`config.mk`:
```
export PLATFORM = sky130hd
export DESIGN_NAME = accel_vector_magnitude
export DESIGN_NICKNAME = d
export VERILOG_FILES = /design/src/hw/rtl/avm_pkg.sv /design/src/hw/rtl/avm_axis_lane.sv /design/src/hw/rtl/avm_isqrt.sv /design/src/hw/rtl/accel_vector_magnitude.sv
export SDC_FILE = /design/constraint.sdc
export NUM_CORES = 2
export LEC_CHECK = 0
export BUFFER_PORTS_ARGS = -buffer_cell sky130_fd_sc_hd__buf_4
export CAP_MARGIN = 0
export CORE_MARGIN = 4
export CORE_UTILIZATION = 46
export CTS_CLUSTER_DIAMETER = 150
export CTS_CLUSTER_SIZE = 30
export DETAILED_ROUTE_END_ITERATION = 7
export PLACE_DENSITY = 0.7
export REMOVE_ABC_BUFFERS = 1
export SLEW_MARGIN = 15
export SYNTH_ARGS = -nofsm -noshare
export SYNTH_HDL_FRONTEND = slang
export SYNTH_SLANG_ARGS = --single-unit
```
`constraint.sdc`:
```
create_clock -name aclk -period 8.79 [get_ports aclk]
set_clock_uncertainty 0.15 [all_clocks]
set_input_delay 0.4395 -clock aclk [delete_from_list [all_inputs] [get_ports aclk]]
set_output_delay 0.4395 -clock aclk [all_outputs]
set_load 0.005 [all_outputs]
```
`src/hw/rtl/avm_pkg.sv`:
```
// Shared types and constants for the accelerometer vector magnitude block.
package avm_pkg;

    localparam int AXIS_W    = 12;
    localparam int MAG_W     = 12;
    localparam int READY_BIT = 3;
    localparam logic [MAG_W-1:0] MAG_MAX = 12'hFFF;
    localparam int AXIS_MAX  = 2047;
    localparam int AXIS_MIN  = -2048;

    typedef struct packed {
        logic [7:0] status_byte;
        logic [7:0] x_high;
        logic [7:0] x_low;
        logic [7:0] y_high;
        logic [7:0] y_low;
        logic [7:0] z_high;
        logic [7:0] z_low;
    } avm_in_t;

    typedef struct packed {
        logic signed [AXIS_W-1:0] x_accel;
        logic signed [AXIS_W-1:0] y_accel;
        logic signed [AXIS_W-1:0] z_accel;
        logic        [MAG_W-1:0]  magnitude;
    } avm_out_t;

    // Side data carried along the square root pipeline.
    typedef struct packed {
        logic signed [AXIS_W-1:0] x_accel;
        logic signed [AXIS_W-1:0] y_accel;
        logic signed [AXIS_W-1:0] z_accel;
        logic                     data_ready;
    } avm_tag_t;

endpackage

```
`src/hw/rtl/avm_axis_lane.sv`:
```
// One axis lane: unpack, saturate for output, and square the magnitude.
module avm_axis_lane #(
    parameter int SAMPLE_BITS = 12
) (
    input  logic                              aclk,
    input  logic                              en,
    input  logic [7:0]                        hi_byte,
    input  logic [7:0]                        lo_byte,
    output logic signed [avm_pkg::AXIS_W-1:0] axis_out,
    output logic [2*SAMPLE_BITS-1:0]          square_out
);
    import avm_pkg::*;

    localparam int CW = (SAMPLE_BITS > AXIS_W) ? SAMPLE_BITS : AXIS_W;
    localparam logic signed [CW-1:0] CLAMP_HI = CW'(AXIS_MAX);
    localparam logic signed [CW-1:0] CLAMP_LO = CW'(AXIS_MIN);

    logic [15:0]                 word;
    logic signed [SAMPLE_BITS-1:0] raw;
    logic signed [CW-1:0]        raw_ext;
    logic signed [AXIS_W-1:0]    axis_next;
    logic [SAMPLE_BITS-1:0]      abs_val;
    logic signed [AXIS_W-1:0]    axis_reg;
    logic [2*SAMPLE_BITS-1:0]    square_reg;

    assign word    = {hi_byte, lo_byte};
    // Left-justified sample: keep the top bits, drop the unused low ones.
    assign raw     = $signed(word[15 -: SAMPLE_BITS]);
    assign raw_ext = CW'(raw);

    always_comb begin
        if (raw_ext > CLAMP_HI) begin
            axis_next = AXIS_W'(CLAMP_HI);
        end else if (raw_ext < CLAMP_LO) begin
            axis_next = AXIS_W'(CLAMP_LO);
        end else begin
            axis_next = raw_ext[AXIS_W-1:0];
        end
    end

    // The most negative value wraps to its own pattern, which reads right unsigned.
    assign abs_val = raw[SAMPLE_BITS-1] ? (~raw + 1'b1) : raw;

    always_ff @(posedge aclk) begin
        if (en) begin
            axis_reg   <= axis_next;
            square_reg <= abs_val * abs_val;
        end
    end

    assign axis_out   = axis_reg;
    assign square_out = square_reg;

endmodule

```
`src/hw/rtl/avm_isqrt.sv`:
```
// Pipelined floor square root, one root bit per stage, with side data.
module avm_isqrt #(
    parameter int ROOT_W = 13
) (
    input  logic                    aclk,
    input  logic                    aresetn,
    input  logic                    in_valid,
    output logic                    in_ready,
    input  logic [2*ROOT_W-1:0]     radicand,
    input  avm_pkg::avm_tag_t       in_tag,
    output logic                    out_valid,
    input  logic                    out_ready,
    output logic [ROOT_W-1:0]       root,
    output avm_pkg::avm_tag_t       out_tag
);
    import avm_pkg::*;

    logic [ROOT_W-1:0]   valid_reg;
    logic [ROOT_W:0]     adv;
    logic [ROOT_W+1:0]   rem_reg [ROOT_W];
    logic [ROOT_W-1:0]   q_reg   [ROOT_W];
    logic [2*ROOT_W-1:0] rad_reg [ROOT_W];
    avm_tag_t            tag_reg [ROOT_W];

    // A stage may load when it is empty or its content moves on.
    assign adv[ROOT_W] = out_ready;
    for (genvar k = ROOT_W - 1; k >= 0; k--) begin : g_adv
        assign adv[k] = !valid_reg[k] || adv[k+1];
    end

    for (genvar k = 0; k < ROOT_W; k++) begin : g_stage
        logic                 v_in;
        logic [ROOT_W+1:0]    rem_in;
        logic [ROOT_W-1:0]    q_in;
        logic [2*ROOT_W-1:0]  rad_in;
        avm_tag_t             tag_in;
        logic [ROOT_W+1:0]    rem_sh;
        logic [ROOT_W+1:0]    trial;
        logic                 take;

        if (k == 0) begin : g_first
            assign v_in   = in_valid;
            assign rem_in = '0;
            assign q_in   = '0;
            assign rad_in = radicand;
            assign tag_in = in_tag;
        end else begin : g_mid
            assign v_in   = valid_reg[k-1];
            assign rem_in = rem_reg[k-1];
            assign q_in   = q_reg[k-1];
            assign rad_in = rad_reg[k-1];
            assign tag_in = tag_reg[k-1];
        end

        // Bring down the next two radicand bits and try root bit one.
        assign rem_sh = {rem_in[ROOT_W-1:0], rad_in[2*ROOT_W-1 -: 2]};
        assign trial  = {q_in, 2'b01};
        assign take   = (rem_sh >= trial);

        always_ff @(posedge aclk) begin
            if (!aresetn) begin
                valid_reg[k] <= 1'b0;
            end else if (adv[k]) begin
                valid_reg[k] <= v_in;
            end
        end

        always_ff @(posedge aclk) begin
            if (adv[k]) begin
                rem_reg[k] <= take ? (rem_sh - trial) : rem_sh;
                q_reg[k]   <= {q_in[ROOT_W-2:0], take};
                rad_reg[k] <= {rad_in[2*ROOT_W-3:0], 2'b00};
                tag_reg[k] <= tag_in;
            end
        end
    end

    assign in_ready  = adv[0];
    assign out_valid = valid_reg[ROOT_W-1];
    assign root      = q_reg[ROOT_W-1];
    assign out_tag   = tag_reg[ROOT_W-1];

endmodule

```
`src/hw/rtl/accel_vector_magnitude.sv`:
```
// Top level of the accelerometer vector magnitude block.
// Each beat carries one sample: a status byte and a high/low byte pair per axis holding a
// left-justified SAMPLE_BITS-bit two's complement value. Three axis lanes unpack, saturate
// to 12 bits and square their values into registers; the squares are summed and fed to a
// square root pipeline that settles one root bit per stage (SAMPLE_BITS + 1 stages); an
// output register holds the result. One sample is taken every cycle while the output is
// not stalled. Magnitude is the floor square root saturated at 4095, or zero when status
// bit 3 is clear.
module accel_vector_magnitude #(
    parameter int SAMPLE_BITS = 12
) (
    input  logic              aclk,
    input  logic              aresetn,
    input  logic              s_valid,
    output logic              s_ready,
    input  avm_pkg::avm_in_t  s_data,
    output logic              m_valid,
    input  logic              m_ready,
    output avm_pkg::avm_out_t m_data
);
    import avm_pkg::*;

    localparam int ROOT_W = SAMPLE_BITS + 1;
    localparam int SUM_W  = 2 * ROOT_W;
    localparam int EXT_W  = (ROOT_W > MAG_W) ? ROOT_W : MAG_W;

    logic                      lane_en;
    logic                      lane_valid_reg;
    logic                      ready_flag_reg;
    logic signed [AXIS_W-1:0]  x_axis, y_axis, z_axis;
    logic [2*SAMPLE_BITS-1:0]  x_sq, y_sq, z_sq;
    logic [SUM_W-1:0]          sum_sq;
    avm_tag_t                  lane_tag;
    logic                      sq_in_ready;
    logic                      sq_out_valid;
    logic [ROOT_W-1:0]         sq_root;
    avm_tag_t                  sq_tag;
    logic [EXT_W-1:0]          root_ext;
    logic                      out_load;
    logic                      m_valid_reg;
    avm_out_t                  m_data_reg;
    avm_out_t                  m_data_next;

    assign lane_en = !lane_valid_reg || sq_in_ready;
    assign s_ready = lane_en;

    avm_axis_lane #(.SAMPLE_BITS(SAMPLE_BITS)) u_lane_x (
        .aclk(aclk), .en(lane_en), .hi_byte(s_data.x_high), .lo_byte(s_data.x_low),
        .axis_out(x_axis), .square_out(x_sq)
    );
    avm_axis_lane #(.SAMPLE_BITS(SAMPLE_BITS)) u_lane_y (
        .aclk(aclk), .en(lane_en), .hi_byte(s_data.y_high), .lo_byte(s_data.y_low),
        .axis_out(y_axis), .square_out(y_sq)
    );
    avm_axis_lane #(.SAMPLE_BITS(SAMPLE_BITS)) u_lane_z (
        .aclk(aclk), .en(lane_en), .hi_byte(s_data.z_high), .lo_byte(s_data.z_low),
        .axis_out(z_axis), .square_out(z_sq)
    );

    always_ff @(posedge aclk) begin
        if (!aresetn) begin
            lane_valid_reg <= 1'b0;
        end else if (lane_en) begin
            lane_valid_reg <= s_valid;
        end
    end

    always_ff @(posedge aclk) begin
        if (lane_en) begin
            ready_flag_reg <= s_data.status_byte[READY_BIT];
        end
    end

    // Merge the lanes: one three-input add feeds the root pipeline.
    assign sum_sq = SUM_W'(x_sq) + SUM_W'(y_sq) + SUM_W'(z_sq);

    always_comb begin
        lane_tag.x_accel    = x_axis;
        lane_tag.y_accel    = y_axis;
        lane_tag.z_accel    = z_axis;
        lane_tag.data_ready = ready_flag_reg;
    end

    avm_isqrt #(.ROOT_W(ROOT_W)) u_isqrt (
        .aclk(aclk), .aresetn(aresetn),
        .in_valid(lane_valid_reg), .in_ready(sq_in_ready),
        .radicand(sum_sq), .in_tag(lane_tag),
        .out_valid(sq_out_valid), .out_ready(out_load),
        .root(sq_root), .out_tag(sq_tag)
    );

    assign out_load = !m_valid_reg || m_ready;
    assign root_ext = EXT_W'(sq_root);

    always_comb begin
        m_data_next.x_accel = sq_tag.x_accel;
        m_data_next.y_accel = sq_tag.y_accel;
        m_data_next.z_accel = sq_tag.z_accel;
        if (!sq_tag.data_ready) begin
            m_data_next.magnitude = '0;
        end else if (root_ext > EXT_W'(MAG_MAX)) begin
            m_data_next.magnitude = MAG_MAX;
        end else begin
            m_data_next.magnitude = root_ext[MAG_W-1:0];
        end
    end

    always_ff @(posedge aclk) begin
        if (!aresetn) begin
            m_valid_reg <= 1'b0;
        end else if (out_load) begin
            m_valid_reg <= sq_out_valid;
        end
    end

    always_ff @(posedge aclk) begin
        if (out_load) begin
            m_data_reg <= m_data_next;
        end
    end

    assign m_valid = m_valid_reg;
    assign m_data  = m_data_reg;

    a_lane_empty_accepts: assert property (@(posedge aclk) disable iff (!aresetn)
        !lane_valid_reg |-> s_ready)
        else $error("empty lane stage refused a beat");

    a_result_lands: assert property (@(posedge aclk) disable iff (!aresetn)
        (sq_out_valid && out_load) |=> m_valid)
        else $error("finished root did not reach the output register");

    a_not_ready_zero: assert property (@(posedge aclk) disable iff (!aresetn)
        (sq_out_valid && out_load && !sq_tag.data_ready) |=> (m_data.magnitude == '0))
        else $error("magnitude not zero for a sample without data ready");

endmodule

```
==> impl_metrics.json <==
{
  "seq_area_um2": 31100,
  "clkTransAtPathRegs_ns": 0.11,
  "cts_tree": "done",
  "powerDensity_nw_per_um2": 356,
  "ys.flop_type": "edfxtp_1",
  "ys_ff_latch": 1040,
  "tightest_slew_ns": 1.16,
  "min_to": "u_isqrt.rad_reg[0][68]",
  "placed_area_um2": 53100,
  "yosysSeqAreaShare_pct": 61.4,
  "min_from": "u_isqrt.rad_reg[0][42]",
  "synth_most_common_cell": "edfxtp_1",
  "ys_warn_count": 0,
  "p_leak_uw": 0.0231,
  "dr.pass1.iters": 5,
  "die_w_um": 340,
  "die_h_um": 340,
  "routedWlPerCell_um": 14.5,
  "fin_setup_tns_ns": 0,
  "syn_inst": 3618,
  "netlist_top_cells_count": "1,025 x edfxtp_1, 568 x inv_1, 291 x ha_1",
  "syn_avg_cell_area_um2": 14.0,
  "worstSetupPathType": "primary input to register",
  "p_switching_uw": 7150,
  "numCtsBuffers": 41,
  "yosysTopAreaCell": "edfxtp_1",
  "cts_root_buffer": "clkbuf_16",
  "p_int_uw": 12300,
  "cp_common_cell": "fa_1",
  "core_area_um2": 109000,
  "ctsResizeCount": 0,
  "ys_top_cells_by_area": "edfxtp_1 61%, fa_1 10%, ha_1 7.2%",
  "clk_path_buf_depth": 3,
  "required_ns": 9.02,
  "setup_viol": 0,
  "ioPinCount": 110,
  "synthArstFlopShare_pct": 0,
  "outcome": "finished, final reports clean",
  "final_util_pct": 50.2,
  "maxSlewHeadroom_pct": 22.4,
  "grt_overflow_total": 0,
  "rrSetupSlack_ns": 4.75,
  "synth_cell_types": 78,
  "cpMaxStageDelayCell": "xnor2_1",
  "dp_worst_setup_slack_ns": 0.851,
  "holdPathStages": 0,
  "critPathMaxStageDelay_ns": 0.64,
  "arrival_ns": 8.06,
  "period_share_pct": 89.1,
  "synth_area_um2": 50600,
  "drv_cap": 0,
  "design_area_um2": 54700,
  "critPathMaxFanout": 9,
  "crit_family": "adder cells",
  "dr.first_iter.drc_count": 1345,
  "cts_num_sinks": 1040,
  "p_clk_share_pct": 11.7,
  "finalHoldViolCount": 0,
  "numPortBuffers": 90,
  "via_per_inst": 4.95,
  "antenna_left": 0,
  "hp-class": "register to register",
  "drv_slew": 0,
  "largest_register_ffs": 481,
  "grt_max_degree": 73,
  "min_period_ns": 7.83,
  "r2r_end": "u_isqrt.q_reg[0][0]",
  "r2r-start": "u_lane_x.square_out[3]",
  "insertion_delay_ns": 0.63,
  "antenna_found_initial": 3,
  "crit_buf_inv": 7,
  "fillers": 9207,
  "area_growth_pct": 8.12,
  "totalWireLength_um": 75600,
  "grt_pass1_wl_um": 125000,
  "multi_input_area_um2": 17100,
  "die_area_um2": 115000,
  "max_freq_mhz": 128,
  "crit_path_end_kind": "register",
  "crit_path_start_kind": "primary input",
  "gp_congestion": 0.892,
  "r2r_cells": 12,
  "synth-edff-count": 1025,
  "htree_levels": 2,
  "rsz0062_at_grt": "false",
  "power_frac_seq_pct": 39.3,
  "place_hpwl_um": 57300,
  "setup_slack_ns": 0.956,
  "drc": 0,
  "vias": 25773,
  "drive_gt1_share_pct": 6.20,
  "num_rows": 121,
  "grt_pass1_vias": 25877,
  "synth_top_cell_area_share_pct": 60.8,
  "fin_nets": 4390,
  "grtUsageTotal_pct": 13.2,
  "swShare_pct": 36.7,
  "vdd_drop_max_mv": 0.416,
  "pwr-share-comb_pct": 49.0,
  "antenna_cells": 0,
  "initial_core_util_pct": 46.4
}
## through the flow
step	hold slack (ns)	std cells	power, uW
floorplan	0.250	3574	15100
global placement	0.250	5108	17100
detailed placement	0.255	5108	17400
CTS	0.232	5207	19700
global route	0.260	5207	21300
finish	0.263	5207	19500
## layout by cell type (no fill, tap or decap), drive strengths merged, types with 24 or more instances in the layout
cell            n
a21oi         130
inv           599
nand2b         27
nand3          35
nor2b          25
ha            291
mux2           24
xnor2         132
clkbuf         54
nor3           47
buf           120
dlygate4sd3    40
o21a           69
o21ai          82
edfxtp       1025
a21o           40
nor2          246
nand2         190
conb           24
fa            262
xor2           60
## repair_timing
action | CTS | global route
setup buffers | 0 | 0
hold buffers | 40 | 0
endpoints found under the hold margin | 55 | 0
## metal layers
| metal | part of all wire, % | global-route usage, % |
|---|---|---|
| met5 | 0 | 0 |
| met4 | 2.6 | 3.65 |
| met3 | 3.4 | 1.66 |
| met2 | 52 | 24.4 |
| met1 | 42 | 16.2 |
## area by class of cell
type,instances,area share [%]
sequential,1040,56.8
multi-input combinational,1934,31.3
inverter,600,4.12
tap,1414,3.23
timing repair buffer,160,2.38
clock buffer,54,2.00
clock inverter,5,0.149
## worst register-to-register path, cell delays in order (launching register included)
cell	delay [ns]
edfxtp_1	0.51
fa_1	0.54
ha_1	0.25
inv_1	0.08
fa_1	0.20
nor2b_1	0.07
o31a_1	0.30
o21bai_1	0.27
a211oi_1	0.16
or3b_1	0.41
a41oi_1	0.42
o21ai_0	0.18
mux2_2	0.28
## worst max-delay path by stage
stage / startpoint / end / slack [ns] / cells after the start
after global placement: s_data[4] / u_lane_z.square_out[22] / 1.02 / 25
after detailed placement: s_data[4] / u_lane_z.square_out[22] / 0.85 / 25
after CTS: s_data[4] / u_lane_z.square_out[22] / 0.98 / 26
after floorplan: m_ready / ready_flag_reg / 1.92 / 9
after global routing: s_data[4] / u_lane_z.square_out[22] / 0.52 / 26
final: s_data[4] / u_lane_z.square_out[22] / 0.96 / 26
## cells by family after synthesis
group	after synthesis	synth area share, %
and+or+nand+nor	693	6.42
buffers and inverters	666	4.98
other	2	0.0148
adders and majority gates	553	17.6
AOI/OAI and AO/OA	438	5.56
muxes	34	0.732
xor gates and xnor gates	192	3.32
DFF	1040	61.4
## power by group through the flow
| stage | logic (uW) | clock network (uW) | registers [uW] |
|---|---|---|---|
| 4_1_cts | 9680 | 2400 | 7670 |
| 6_report | 9540 | 2280 | 7650 |
| 3_5_place_dp | 9570 | 0 | 7790 |
| 2_1_floorplan | 7550 | 0 | 7590 |
| 5_1_grt | 11000 | 2580 | 7770 |
| 3_3_place_gp | 9330 | 0 | 7740 |
No activity file was read; power rests on OpenSTA's default activity.
